==> config.mk <==
export PLATFORM = sky130hd
export DESIGN_NAME = tlb_with_asid_lru_fifo_unit
export DESIGN_NICKNAME = d
export VERILOG_FILES = /design/src/rtl/core/tlbu_pkg.sv /design/src/rtl/core/tlb_with_asid_lru_fifo_unit.sv /design/src/rtl/core/tlbu_front.sv /design/src/rtl/core/tlbu_queue.sv /design/src/rtl/core/tlbu_back.sv
export VERILOG_INCLUDE_DIRS = /design/src /design/src/rtl/core
export SDC_FILE = /design/constraint.sdc
export NUM_CORES = 2
export LEC_CHECK = 0
export BUFFER_PORTS_ARGS = -buffer_cell sky130_fd_sc_hd__buf_2
export CAP_MARGIN = 20
export CELL_PAD_IN_SITES_DETAIL_PLACEMENT = 0
export CELL_PAD_IN_SITES_GLOBAL_PLACEMENT = 2
export CORE_AREA = 2 2 621 623
export DETAILED_ROUTE_END_ITERATION = 10
export DIE_AREA = 0 0 623 625
export PLACE_DENSITY = 0.62
export SLEW_MARGIN = 20
export SYNTH_ARGS = -nofsm -noshare
export SYNTH_HDL_FRONTEND = slang
export SYNTH_SLANG_ARGS = --single-unit
==> constraint.sdc <==
create_clock -name clk -period 13.45 [get_ports clk]
set_input_delay 2.69 -clock clk [delete_from_list [all_inputs] [get_ports clk]]
set_output_delay 2.69 -clock clk [all_outputs]
set_load 0.1 [all_outputs]
==> src/rtl/core/tlb_with_asid_lru_fifo_unit_macros.svh <==
// assertion macros used by the tlb unit back end rtl
// expects signals clk and rst_n in the including module
`ifndef TLB_WITH_ASID_LRU_FIFO_UNIT_MACROS_SVH
`define TLB_WITH_ASID_LRU_FIFO_UNIT_MACROS_SVH

// same-cycle implication
`define TLBU_ASSERT_IMP(label, ante, cons) \
    label: assert property (@(posedge clk) disable iff (!rst_n) (ante) |-> (cons)) \
        else $error("tlb unit assertion failed");

// next-cycle implication
`define TLBU_ASSERT_NXT(label, ante, cons) \
    label: assert property (@(posedge clk) disable iff (!rst_n) (ante) |=> (cons)) \
        else $error("tlb unit assertion failed");

`endif

==> src/rtl/core/tlbu_pkg.sv <==
// types and constants for the tlb unit
// no dependencies
package tlbu_pkg;

    localparam logic [1:0] KIND_TRANSLATE = 2'd0;
    localparam logic [1:0] KIND_FILL      = 2'd1;
    localparam logic [1:0] KIND_FLUSH     = 2'd2;

    localparam logic [1:0] POLICY_FIFO = 2'd0;
    localparam logic [1:0] POLICY_LRU  = 2'd1;

    localparam logic [1:0] REG_TLB_ENTRIES = 2'd0;
    localparam logic [1:0] REG_POLICY      = 2'd1;
    localparam logic [1:0] REG_PAGE_SIZE   = 2'd2;

    localparam logic [4:0]  RST_TLB_ENTRIES = 5'd4;
    localparam logic [1:0]  RST_POLICY      = POLICY_LRU;
    localparam logic [16:0] RST_PAGE_SIZE   = 17'd4096;

    typedef struct packed {
        logic [1:0]  kind;
        logic [15:0] pid;
        logic [31:0] logical_address;
        logic [19:0] frame;
    } req_t;

    typedef struct packed {
        logic        hit;
        logic [35:0] physical_address;
        logic [31:0] page_number;
    } rsp_t;

    typedef struct packed {
        logic [4:0] tlb_entries;
        logic [1:0] replace_policy;
    } cfg_t;

    typedef struct packed {
        logic [1:0]  kind;
        logic [15:0] pid;
        logic [19:0] frame;
        logic [31:0] page;
        logic [16:0] offset;
        logic [16:0] psize;
    } q_item_t;

endpackage

==> src/rtl/core/tlb_with_asid_lru_fifo_unit.sv <==
// a request goes through the front end page divider, the queue, and back end states exec,
// srch only on a fill with no free entry, mul and out; start is taken only while not busy
// a queued request overlaps the back end, whose search walks one entry per cycle
// async active-low rst_n invalidates all entries, resets counters, state and config to defaults
// results are strobed for one cycle on done; the receiver cannot stall
module tlb_with_asid_lru_fifo_unit
#(
    parameter int TLB_DEPTH = 16
)
(
    input  logic           clk,
    input  logic           rst_n,
    input  logic           start,
    output logic           busy,
    input  tlbu_pkg::req_t req,
    output logic           done,
    output tlbu_pkg::rsp_t rsp,
    input  logic           psel,
    input  logic           penable,
    input  logic           pwrite,
    input  logic [3:0]     paddr,
    input  logic [31:0]    pwdata,
    output logic [31:0]    prdata,
    output logic           pready
);

    logic [4:0]        entries_reg;
    logic [1:0]        policy_reg;
    logic [16:0]       psize_reg;
    logic              wr;
    tlbu_pkg::cfg_t    cfg;
    tlbu_pkg::q_item_t f_item, q_head;
    logic              f_push, q_full, q_empty, q_pop;

    assign pready = 1'b1;
    assign wr     = psel & penable & pwrite;
    assign cfg    = '{tlb_entries: entries_reg, replace_policy: policy_reg};

    always_comb
    begin
        case (paddr[3:2])
            tlbu_pkg::REG_TLB_ENTRIES: prdata = {27'd0, entries_reg};
            tlbu_pkg::REG_POLICY:      prdata = {30'd0, policy_reg};
            tlbu_pkg::REG_PAGE_SIZE:   prdata = {15'd0, psize_reg};
            default:                   prdata = 32'd0;
        endcase
    end

    always_ff @(posedge clk or negedge rst_n)
    begin
        if (!rst_n)
        begin
            entries_reg <= tlbu_pkg::RST_TLB_ENTRIES;
            policy_reg  <= tlbu_pkg::RST_POLICY;
            psize_reg   <= tlbu_pkg::RST_PAGE_SIZE;
        end
        else if (wr)
        begin
            case (paddr[3:2])
                tlbu_pkg::REG_TLB_ENTRIES: entries_reg <= pwdata[4:0];
                tlbu_pkg::REG_POLICY:      policy_reg  <= pwdata[1:0];
                tlbu_pkg::REG_PAGE_SIZE:   psize_reg   <= pwdata[16:0];
                default:                   ;
            endcase
        end
    end

    tlbu_front u_front
    (
        .clk       (clk),
        .rst_n     (rst_n),
        .start     (start),
        .busy      (busy),
        .req       (req),
        .page_size (psize_reg),
        .push      (f_push),
        .item      (f_item),
        .q_full    (q_full)
    );

    tlbu_queue u_queue
    (
        .clk       (clk),
        .rst_n     (rst_n),
        .push      (f_push),
        .push_item (f_item),
        .pop       (q_pop),
        .head      (q_head),
        .full      (q_full),
        .empty     (q_empty)
    );

    tlbu_back #(.TLB_DEPTH(TLB_DEPTH)) u_back
    (
        .clk   (clk),
        .rst_n (rst_n),
        .cfg   (cfg),
        .head  (q_head),
        .empty (q_empty),
        .pop   (q_pop),
        .done  (done),
        .rsp   (rsp)
    );

endmodule

==> src/rtl/core/tlbu_front.sv <==
// front end: accepts requests and splits the address by the page size
// depends on tlbu_pkg
module tlbu_front
(
    input  logic             clk,
    input  logic             rst_n,
    input  logic             start,
    output logic             busy,
    input  tlbu_pkg::req_t   req,
    input  logic [16:0]      page_size,
    output logic             push,
    output tlbu_pkg::q_item_t item,
    input  logic             q_full
);

    logic        div_reg, div_next;
    logic        hold_reg, hold_next;
    logic [4:0]  cnt_reg, cnt_next;
    logic [31:0] addr_reg, addr_next;
    logic [31:0] quo_reg, quo_next;
    logic [16:0] rem_reg, rem_next;
    logic [16:0] psize_reg, psize_next;
    logic [1:0]  kind_reg, kind_next;
    logic [15:0] pid_reg, pid_next;
    logic [19:0] frame_reg, frame_next;
    logic [17:0] rem_sh;
    logic        ge;

    assign busy = div_reg | hold_reg;
    assign push = hold_reg & ~q_full;
    assign item = '{kind: kind_reg, pid: pid_reg, frame: frame_reg, page: quo_reg,
                    offset: rem_reg, psize: psize_reg};

    assign rem_sh = {rem_reg, addr_reg[31]};
    assign ge     = rem_sh >= {1'b0, psize_reg};

    always_comb
    begin
        div_next   = div_reg;
        hold_next  = hold_reg;
        cnt_next   = cnt_reg;
        addr_next  = addr_reg;
        quo_next   = quo_reg;
        rem_next   = rem_reg;
        psize_next = psize_reg;
        kind_next  = kind_reg;
        pid_next   = pid_reg;
        frame_next = frame_reg;
        if (start && !busy)
        begin
            div_next   = 1'b1;
            cnt_next   = 5'd0;
            addr_next  = req.logical_address;
            quo_next   = 32'd0;
            rem_next   = 17'd0;
            psize_next = (page_size == 17'd0) ? 17'd1 : page_size;
            kind_next  = req.kind;
            pid_next   = req.pid;
            frame_next = req.frame;
        end
        else if (div_reg)
        begin
            rem_next  = ge ? 17'(rem_sh - {1'b0, psize_reg}) : rem_sh[16:0];
            quo_next  = {quo_reg[30:0], ge};
            addr_next = {addr_reg[30:0], 1'b0};
            cnt_next  = cnt_reg + 5'd1;
            if (cnt_reg == 5'd31)
            begin
                div_next  = 1'b0;
                hold_next = 1'b1;
            end
        end
        else if (push)
        begin
            hold_next = 1'b0;
        end
    end

    always_ff @(posedge clk or negedge rst_n)
    begin
        if (!rst_n)
        begin
            div_reg  <= 1'b0;
            hold_reg <= 1'b0;
            cnt_reg  <= 5'd0;
        end
        else
        begin
            div_reg  <= div_next;
            hold_reg <= hold_next;
            cnt_reg  <= cnt_next;
        end
    end

    always_ff @(posedge clk)
    begin
        addr_reg  <= addr_next;
        quo_reg   <= quo_next;
        rem_reg   <= rem_next;
        psize_reg <= psize_next;
        kind_reg  <= kind_next;
        pid_reg   <= pid_next;
        frame_reg <= frame_next;
    end

endmodule

==> src/rtl/core/tlbu_queue.sv <==
// two-entry request queue between front and back end
// depends on tlbu_pkg
module tlbu_queue
(
    input  logic              clk,
    input  logic              rst_n,
    input  logic              push,
    input  tlbu_pkg::q_item_t push_item,
    input  logic              pop,
    output tlbu_pkg::q_item_t head,
    output logic              full,
    output logic              empty
);

    tlbu_pkg::q_item_t mem_reg [2];
    logic       wptr_reg, rptr_reg;
    logic [1:0] cnt_reg;

    assign full  = cnt_reg == 2'd2;
    assign empty = cnt_reg == 2'd0;
    assign head  = mem_reg[rptr_reg];

    always_ff @(posedge clk or negedge rst_n)
    begin
        if (!rst_n)
        begin
            wptr_reg <= 1'b0;
            rptr_reg <= 1'b0;
            cnt_reg  <= 2'd0;
        end
        else
        begin
            if (push)
            begin
                wptr_reg <= ~wptr_reg;
            end
            if (pop)
            begin
                rptr_reg <= ~rptr_reg;
            end
            cnt_reg <= cnt_reg + 2'(push) - 2'(pop);
        end
    end

    always_ff @(posedge clk)
    begin
        if (push)
        begin
            mem_reg[wptr_reg] <= push_item;
        end
    end

endmodule

==> src/rtl/core/tlbu_back.sv <==
// back end: entry store, lookup, fill with victim search, flush, address build
// depends on tlbu_pkg and tlb_with_asid_lru_fifo_unit_macros.svh
`include "tlb_with_asid_lru_fifo_unit_macros.svh"

module tlbu_back
#(
    parameter int TLB_DEPTH = 16
)
(
    input  logic              clk,
    input  logic              rst_n,
    input  tlbu_pkg::cfg_t    cfg,
    input  tlbu_pkg::q_item_t head,
    input  logic              empty,
    output logic              pop,
    output logic              done,
    output tlbu_pkg::rsp_t    rsp
);

    localparam int IDX_W = (TLB_DEPTH > 1) ? $clog2(TLB_DEPTH) : 1;
    localparam int CNT_W = $clog2(TLB_DEPTH + 1);

    localparam logic [2:0] S_IDLE = 3'd0;
    localparam logic [2:0] S_EXEC = 3'd1;
    localparam logic [2:0] S_SRCH = 3'd2;
    localparam logic [2:0] S_MUL  = 3'd3;
    localparam logic [2:0] S_OUT  = 3'd4;

    logic [2:0]             st_reg, st_next;
    tlbu_pkg::q_item_t      item_reg, item_next;
    logic [CNT_W-1:0]       n_reg, n_next;
    logic [1:0]             pol_reg, pol_next;
    logic                   hit_reg, hit_next;
    logic                   pa_en_reg, pa_en_next;
    logic [19:0]            fr_reg, fr_next;
    logic [36:0]            prod_reg, prod_next;
    logic [IDX_W-1:0]       idx_reg, idx_next;
    logic [IDX_W-1:0]       best_reg, best_next;
    logic [31:0]            use_cnt_reg, use_cnt_next;
    logic [31:0]            ins_cnt_reg, ins_cnt_next;
    logic                   done_reg, done_next;
    tlbu_pkg::rsp_t         rsp_reg, rsp_next;

    logic [TLB_DEPTH-1:0]   valid_reg, valid_next;
    logic [15:0]            pid_mem [TLB_DEPTH];
    logic [31:0]            page_mem [TLB_DEPTH];
    logic [19:0]            frame_mem [TLB_DEPTH];
    logic [31:0]            use_mem [TLB_DEPTH];
    logic [31:0]            ins_mem [TLB_DEPTH];

    logic [TLB_DEPTH-1:0]   act, match, free, fl;
    logic                   wr_en, stamp_en;
    logic [IDX_W-1:0]       wr_idx, stamp_idx, cand;
    logic [31:0]            key_i, key_b;

    function automatic logic [IDX_W-1:0] lowest(input logic [TLB_DEPTH-1:0] v);
        logic [IDX_W-1:0] r;
        r = '0;
        for (int k = TLB_DEPTH - 1; k >= 0; k--)
        begin
            if (v[k])
            begin
                r = IDX_W'(k);
            end
        end
        return r;
    endfunction

    always_comb
    begin
        for (int i = 0; i < TLB_DEPTH; i++)
        begin
            act[i]   = 32'(i) < 32'(n_reg);
            match[i] = act[i] && valid_reg[i] && page_mem[i] == item_reg.page
                       && pid_mem[i] == item_reg.pid;
            free[i]  = act[i] && !valid_reg[i];
            fl[i]    = act[i] && valid_reg[i] && pid_mem[i] == item_reg.pid;
        end
    end

    assign key_i = (pol_reg == tlbu_pkg::POLICY_FIFO) ? ins_mem[idx_reg] : use_mem[idx_reg];
    assign key_b = (pol_reg == tlbu_pkg::POLICY_FIFO) ? ins_mem[best_reg] : use_mem[best_reg];
    assign cand  = (key_i < key_b) ? idx_reg : best_reg;

    assign pop  = (st_reg == S_IDLE) && !empty;
    assign done = done_reg;
    assign rsp  = rsp_reg;

    always_comb
    begin
        st_next      = st_reg;
        item_next    = item_reg;
        n_next       = n_reg;
        pol_next     = pol_reg;
        hit_next     = hit_reg;
        pa_en_next   = pa_en_reg;
        fr_next      = fr_reg;
        prod_next    = prod_reg;
        idx_next     = idx_reg;
        best_next    = best_reg;
        use_cnt_next = use_cnt_reg;
        ins_cnt_next = ins_cnt_reg;
        valid_next   = valid_reg;
        done_next    = 1'b0;
        rsp_next     = rsp_reg;
        wr_en        = 1'b0;
        wr_idx       = '0;
        stamp_en     = 1'b0;
        stamp_idx    = '0;
        case (st_reg)
            S_IDLE:
            begin
                if (!empty)
                begin
                    item_next = head;
                    n_next    = (32'(cfg.tlb_entries) > 32'(TLB_DEPTH)) ?
                                CNT_W'(TLB_DEPTH) : CNT_W'(cfg.tlb_entries);
                    pol_next  = cfg.replace_policy;
                    st_next   = S_EXEC;
                end
            end
            S_EXEC:
            begin
                hit_next   = 1'b0;
                pa_en_next = 1'b0;
                fr_next    = item_reg.frame;
                st_next    = S_MUL;
                if (item_reg.kind == tlbu_pkg::KIND_TRANSLATE)
                begin
                    if (|match)
                    begin
                        stamp_en     = 1'b1;
                        stamp_idx    = lowest(match);
                        use_cnt_next = use_cnt_reg + 32'd1;
                        hit_next     = 1'b1;
                        pa_en_next   = 1'b1;
                        fr_next      = frame_mem[lowest(match)];
                    end
                end
                else if (item_reg.kind == tlbu_pkg::KIND_FILL)
                begin
                    pa_en_next = 1'b1;
                    if (n_reg != '0)
                    begin
                        if (|free)
                        begin
                            wr_en  = 1'b1;
                            wr_idx = lowest(free);
                        end
                        else if (pol_reg > tlbu_pkg::POLICY_LRU || n_reg == CNT_W'(1))
                        begin
                            wr_en  = 1'b1;
                            wr_idx = '0;
                        end
                        else
                        begin
                            idx_next  = IDX_W'(1);
                            best_next = '0;
                            st_next   = S_SRCH;
                        end
                    end
                end
                else if (item_reg.kind == tlbu_pkg::KIND_FLUSH)
                begin
                    valid_next = valid_reg & ~fl;
                end
            end
            S_SRCH:
            begin
                best_next = cand;
                idx_next  = idx_reg + IDX_W'(1);
                if (32'(idx_reg) + 32'd1 == 32'(n_reg))
                begin
                    wr_en   = 1'b1;
                    wr_idx  = cand;
                    st_next = S_MUL;
                end
            end
            S_MUL:
            begin
                prod_next = 37'(fr_reg) * 37'(item_reg.psize);
                st_next   = S_OUT;
            end
            S_OUT:
            begin
                done_next                 = 1'b1;
                rsp_next.hit              = hit_reg;
                rsp_next.physical_address = pa_en_reg ?
                    36'(prod_reg) + 36'(item_reg.offset) : 36'd0;
                rsp_next.page_number      =
                    (item_reg.kind == tlbu_pkg::KIND_TRANSLATE ||
                     item_reg.kind == tlbu_pkg::KIND_FILL) ? item_reg.page : 32'd0;
                st_next                   = S_IDLE;
            end
            default:
            begin
                st_next = S_IDLE;
            end
        endcase
        if (wr_en)
        begin
            valid_next[wr_idx] = 1'b1;
            use_cnt_next       = use_cnt_reg + 32'd1;
            ins_cnt_next       = ins_cnt_reg + 32'd1;
        end
    end

    always_ff @(posedge clk or negedge rst_n)
    begin
        if (!rst_n)
        begin
            st_reg      <= S_IDLE;
            valid_reg   <= '0;
            use_cnt_reg <= 32'd0;
            ins_cnt_reg <= 32'd0;
            done_reg    <= 1'b0;
        end
        else
        begin
            st_reg      <= st_next;
            valid_reg   <= valid_next;
            use_cnt_reg <= use_cnt_next;
            ins_cnt_reg <= ins_cnt_next;
            done_reg    <= done_next;
        end
    end

    always_ff @(posedge clk)
    begin
        item_reg  <= item_next;
        n_reg     <= n_next;
        pol_reg   <= pol_next;
        hit_reg   <= hit_next;
        pa_en_reg <= pa_en_next;
        fr_reg    <= fr_next;
        prod_reg  <= prod_next;
        idx_reg   <= idx_next;
        best_reg  <= best_next;
        rsp_reg   <= rsp_next;
        if (wr_en)
        begin
            pid_mem[wr_idx]   <= item_reg.pid;
            page_mem[wr_idx]  <= item_reg.page;
            frame_mem[wr_idx] <= item_reg.frame;
            use_mem[wr_idx]   <= use_cnt_reg;
            ins_mem[wr_idx]   <= ins_cnt_reg;
        end
        if (stamp_en)
        begin
            use_mem[stamp_idx] <= use_cnt_reg;
        end
    end

    `TLBU_ASSERT_NXT(a_done_single, done_reg, !done_reg)
    `TLBU_ASSERT_IMP(a_hit_translate, done_reg && rsp_reg.hit,
                     item_reg.kind == tlbu_pkg::KIND_TRANSLATE)
    `TLBU_ASSERT_NXT(a_pop_starts, pop, st_reg == S_EXEC)
    `TLBU_ASSERT_IMP(a_one_write, wr_en || stamp_en, !(wr_en && stamp_en))

endmodule
==> key figures <==
Finish
  • Top Registers: u_back.ins_mem (512), u_back.page_mem (512), u_back.use_mem (512)
  • Layout cell share with drive strength beyond 1: about a fifth
  • Fin util: about two fifths
  • Commonest non-fill, non-tap cells in the layout: edfxtp_1 (2653), mux4_2 (660), xnor2_1 (635), nand2_1 (627), inv_1 (446)
  • Area growth syn-to-layout: 13.7%
  • Most common cell after layout, fill and taps aside: edfxtp_1
  • NumNets Final: 9247

Synth
  • Synth cell types: 85
  • Syn_area_per_cell: 15.9 um^2
  • Biggest area consumer among synthesized cells: edfxtp_1
  • Post-synth ARST share: 4.21%
  • Top cells by area, synth: edfxtp_1 (60%), mux4_2 (11%), xnor2_1 (4.2%)
  • Post-synthesis cell count: about 8400
  • Main synth FF type: edfxtp_1
  • Post-Syn Area: around 130000 um^2
  • Synth top area share: 59.6%
  • Register bit total from synthesis: 2829
  • Yosys warning count: 0
  • Post-synth EDFFs: between 2000 and 3000
  • Sequential fraction of the synthesis area: between 60% and 70%

Drt
  • Post-DRT Antenna Nets: 0
  • Top Metal Used: met5
  • Metal3 WL: between 15000 and 20000 um
  • Via count: 74013
  • WL final: 390000 um
  • DRT iter0 DRCs: slightly below 6000
  • M1 WL: 164000 um
  • First-pass detailed-route iteration total: 5
  • Met2 WL: slightly below 200000 um
  • Routed WL per cell: about 28 um
  • # DRC: 0
  • Via/cell ratio: around 5.3

Placement
  • Port buffer count: roughly 180
  • GPL Wtd Cong: between 0.8 and 0.9
  • Post-DP HPWL: 240000 um

Worst setup path
  • Worst Reg-to-Reg Cells: 16
  • Worst R2R Setup Slack: 4.61 ns
  • Slowest CP cell: dfxtp_4
  • Critical Path, Cell by Cell: buf_4, mux4_2, mux4_2, mux2_2, ha_1, o21a_1, nor2_1, nor3_1, a221oi_2, o21ai_2, mux2i_1, o21ai_1, nand2b_1, nor2_4, buf_4, buf_4
  • Crit Path Class: reg2reg
  • CP Capture Type: flop
  • RR Endpoint: u_back.ins_mem[1][9]
  • CP most frequent cell: buf_4
  • Worst path max stage delay: 0.87 ns
  • CP Max Fanout: 46
  • Req. time, crit path: 13.96 ns
  • Startpoint types: flop
  • Arrival @ worst endpoint: 9.36 ns

Run status
  • Status: complete, no violations

Job
  • Max_cap viols: 0

Timing
  • Worst Tran Pin Value: around 1.2 ns
  • Min Clock Period, post-route: 8.84 ns
  • Slew Limit Fails: 0
  • Setup TNS: 0 ns
  • Hold violation count in the final report: 0
  • Count of final setup violators: 0
  • Fmax: 0.113 GHz
  • Clock skew: 0.0652 ns
  • Max transition margin: 20.9%
  • RSZ-0062 raised after global routing: no
  • Tcrit/Tclk final: between 60% and 70%

GRT
  • Largest net degree at the start of global routing: ~140
  • Initial antenna violation count: 23
  • Vias in the first global route: 77662
  • GRT Util Overall: about 20%
  • Congestion Overflow GR: 0
  • Global-route wire length before repair: around 560000 um

Clock tree
  • Post-CTS Resized: 0
  • Max Root-Sink Buffers: 4
  • Post-CTS Hold Buffers: 0
  • Clock Sinks: 2829
  • CTS buffer count: 324
  • CTS Root Cell: clkbuf_16
  • Setup bufs post-CTS: 0
  • Worst-path clk slew: about 0.060 ns
  • CTS tree: yes
  • H-tree depth: 5
  • Worst skew pair latency: slightly above 0.9 ns

Floorplan
  • Die width: 623 um
  • Core area: 384000 um^2
  • DIE HEIGHT: around 630 um
  • Num rows: between 200 and 250
  • I/O Pins: 216
  • Die area: 389000 um^2
  • Starting Density: a little over a third

Hold path
  • Hold endpoint: u_queue.mem_reg[1][98]
  • Hold Startpoint: u_front.pid_reg[12]
  • Hold Path Depth: 0
  • Hold Crit Class: reg2reg
-- Yosys cell counts (16+ instances only) --
| cell type | number |
|---|---|
| xnor2_1 | 635 |
| dfrtp_1 | 116 |
| ha_1 | 179 |
| a21oi_1 | 83 |
| nor4bb_1 | 22 |
| xor2_1 | 263 |
| or4_1 | 16 |
| nor3_1 | 106 |
| nand2b_1 | 58 |
| and3_1 | 42 |
| a31oi_1 | 33 |
| nor2_1 | 226 |
| mux4_2 | 660 |
| clkbuf_1 | 269 |
| or3_1 | 23 |
| buf_1 | 83 |
| a21o_1 | 36 |
| inv_1 | 447 |
| nand4b_1 | 18 |
| o21ai_0 | 126 |
| fa_1 | 270 |
| dfxtp_1 | 57 |
| and2_1 | 151 |
| o22ai_1 | 36 |
| edfxtp_1 | 2653 |
| buf_4 | 16 |
| nand2_1 | 628 |
| mux2_2 | 162 |
| buf_2 | 90 |
| nand4_1 | 213 |
| nand3_1 | 146 |
| nor2b_1 | 69 |
| mux2i_1 | 143 |
| a311oi_1 | 22 |
| nor4_1 | 113 |
-- critical path: cells and delay by family, from the launching register on --
family / cells / cell delay [ns]
compound gates: 4 / 1.77
fa+ha+maj: 1 / 0.27
buf+inv: 3 / 2.21
flops: 1 / 0.87
mux: 4 / 1.65
simple gates: 4 / 1.38
-- per-stage QoR --
stage          cell area [um^2]  hold slack (ns)  worst slack, ns  instances
6_report                 152000            0.444             4.61      14020
5_1_grt                  152000            0.449             4.19      14015
4_1_cts                  152000            0.444             4.44      14009
3_5_place_dp             141000            0.431             4.46      13417
3_3_place_gp             141000            0.425             4.27      13416
2_1_floorplan            134000            0.400            0.203       8407
-- routing by layer --
metal  vias up  GRT usage, %
met5         -             0
met4         6          5.96
met3       568          2.19
met2      1778          34.8
met1     39305          25.7
li1      32356             -
-- logic make-up (layout without fill, tap and decap cells) --
kind of cell | Yosys count | after routing | synth area share (%)
xor+xnor | 898 | 898 | 5.89
compound gates | 442 | 442 | 2.11
other cells | 2 | 24 | 0.00562
flops | 2829 | 2829 | 62.7
buf+inv | 907 | 1452 | 2.69
mux | 965 | 965 | 13.6
fa+ha+maj | 449 | 449 | 5.72
simple gates | 1901 | 1901 | 7.29
-- cell type report --
| type | instances | area, um^2 |
|---|---|---|
| clock inverters | 160 | 1510 |
| clock buffers | 432 | 8950 |
| flip-flops and latches | 2829 | 83800 |
| inverters | 447 | 1680 |
| diodes | 8 | 20.0 |
| multi-input cells | 4671 | 46700 |
| fillers | 34997 | 232000 |
| repair buffers | 413 | 2860 |
| well taps | 5060 | 6330 |
-- how the worst max path moves through the flow --
stage                                start               endpoint  slack [ns]
final                                 flop   u_back.ins_mem[1][9]        4.61
after global routing                  flop   u_back.ins_mem[1][9]        4.19
after CTS                             flop  u_back.ins_mem[5][24]        4.44
after detailed placement              flop  u_back.ins_mem[1][10]        4.46
after global placement                flop   u_back.ins_mem[9][8]        4.27
after floorplan           u_back.st_reg[0]     u_queue.cnt_reg[1]        0.20
Power is not shown: default switching activity piles up to over one toggle a cycle in this logic, so the estimate is an artifact.
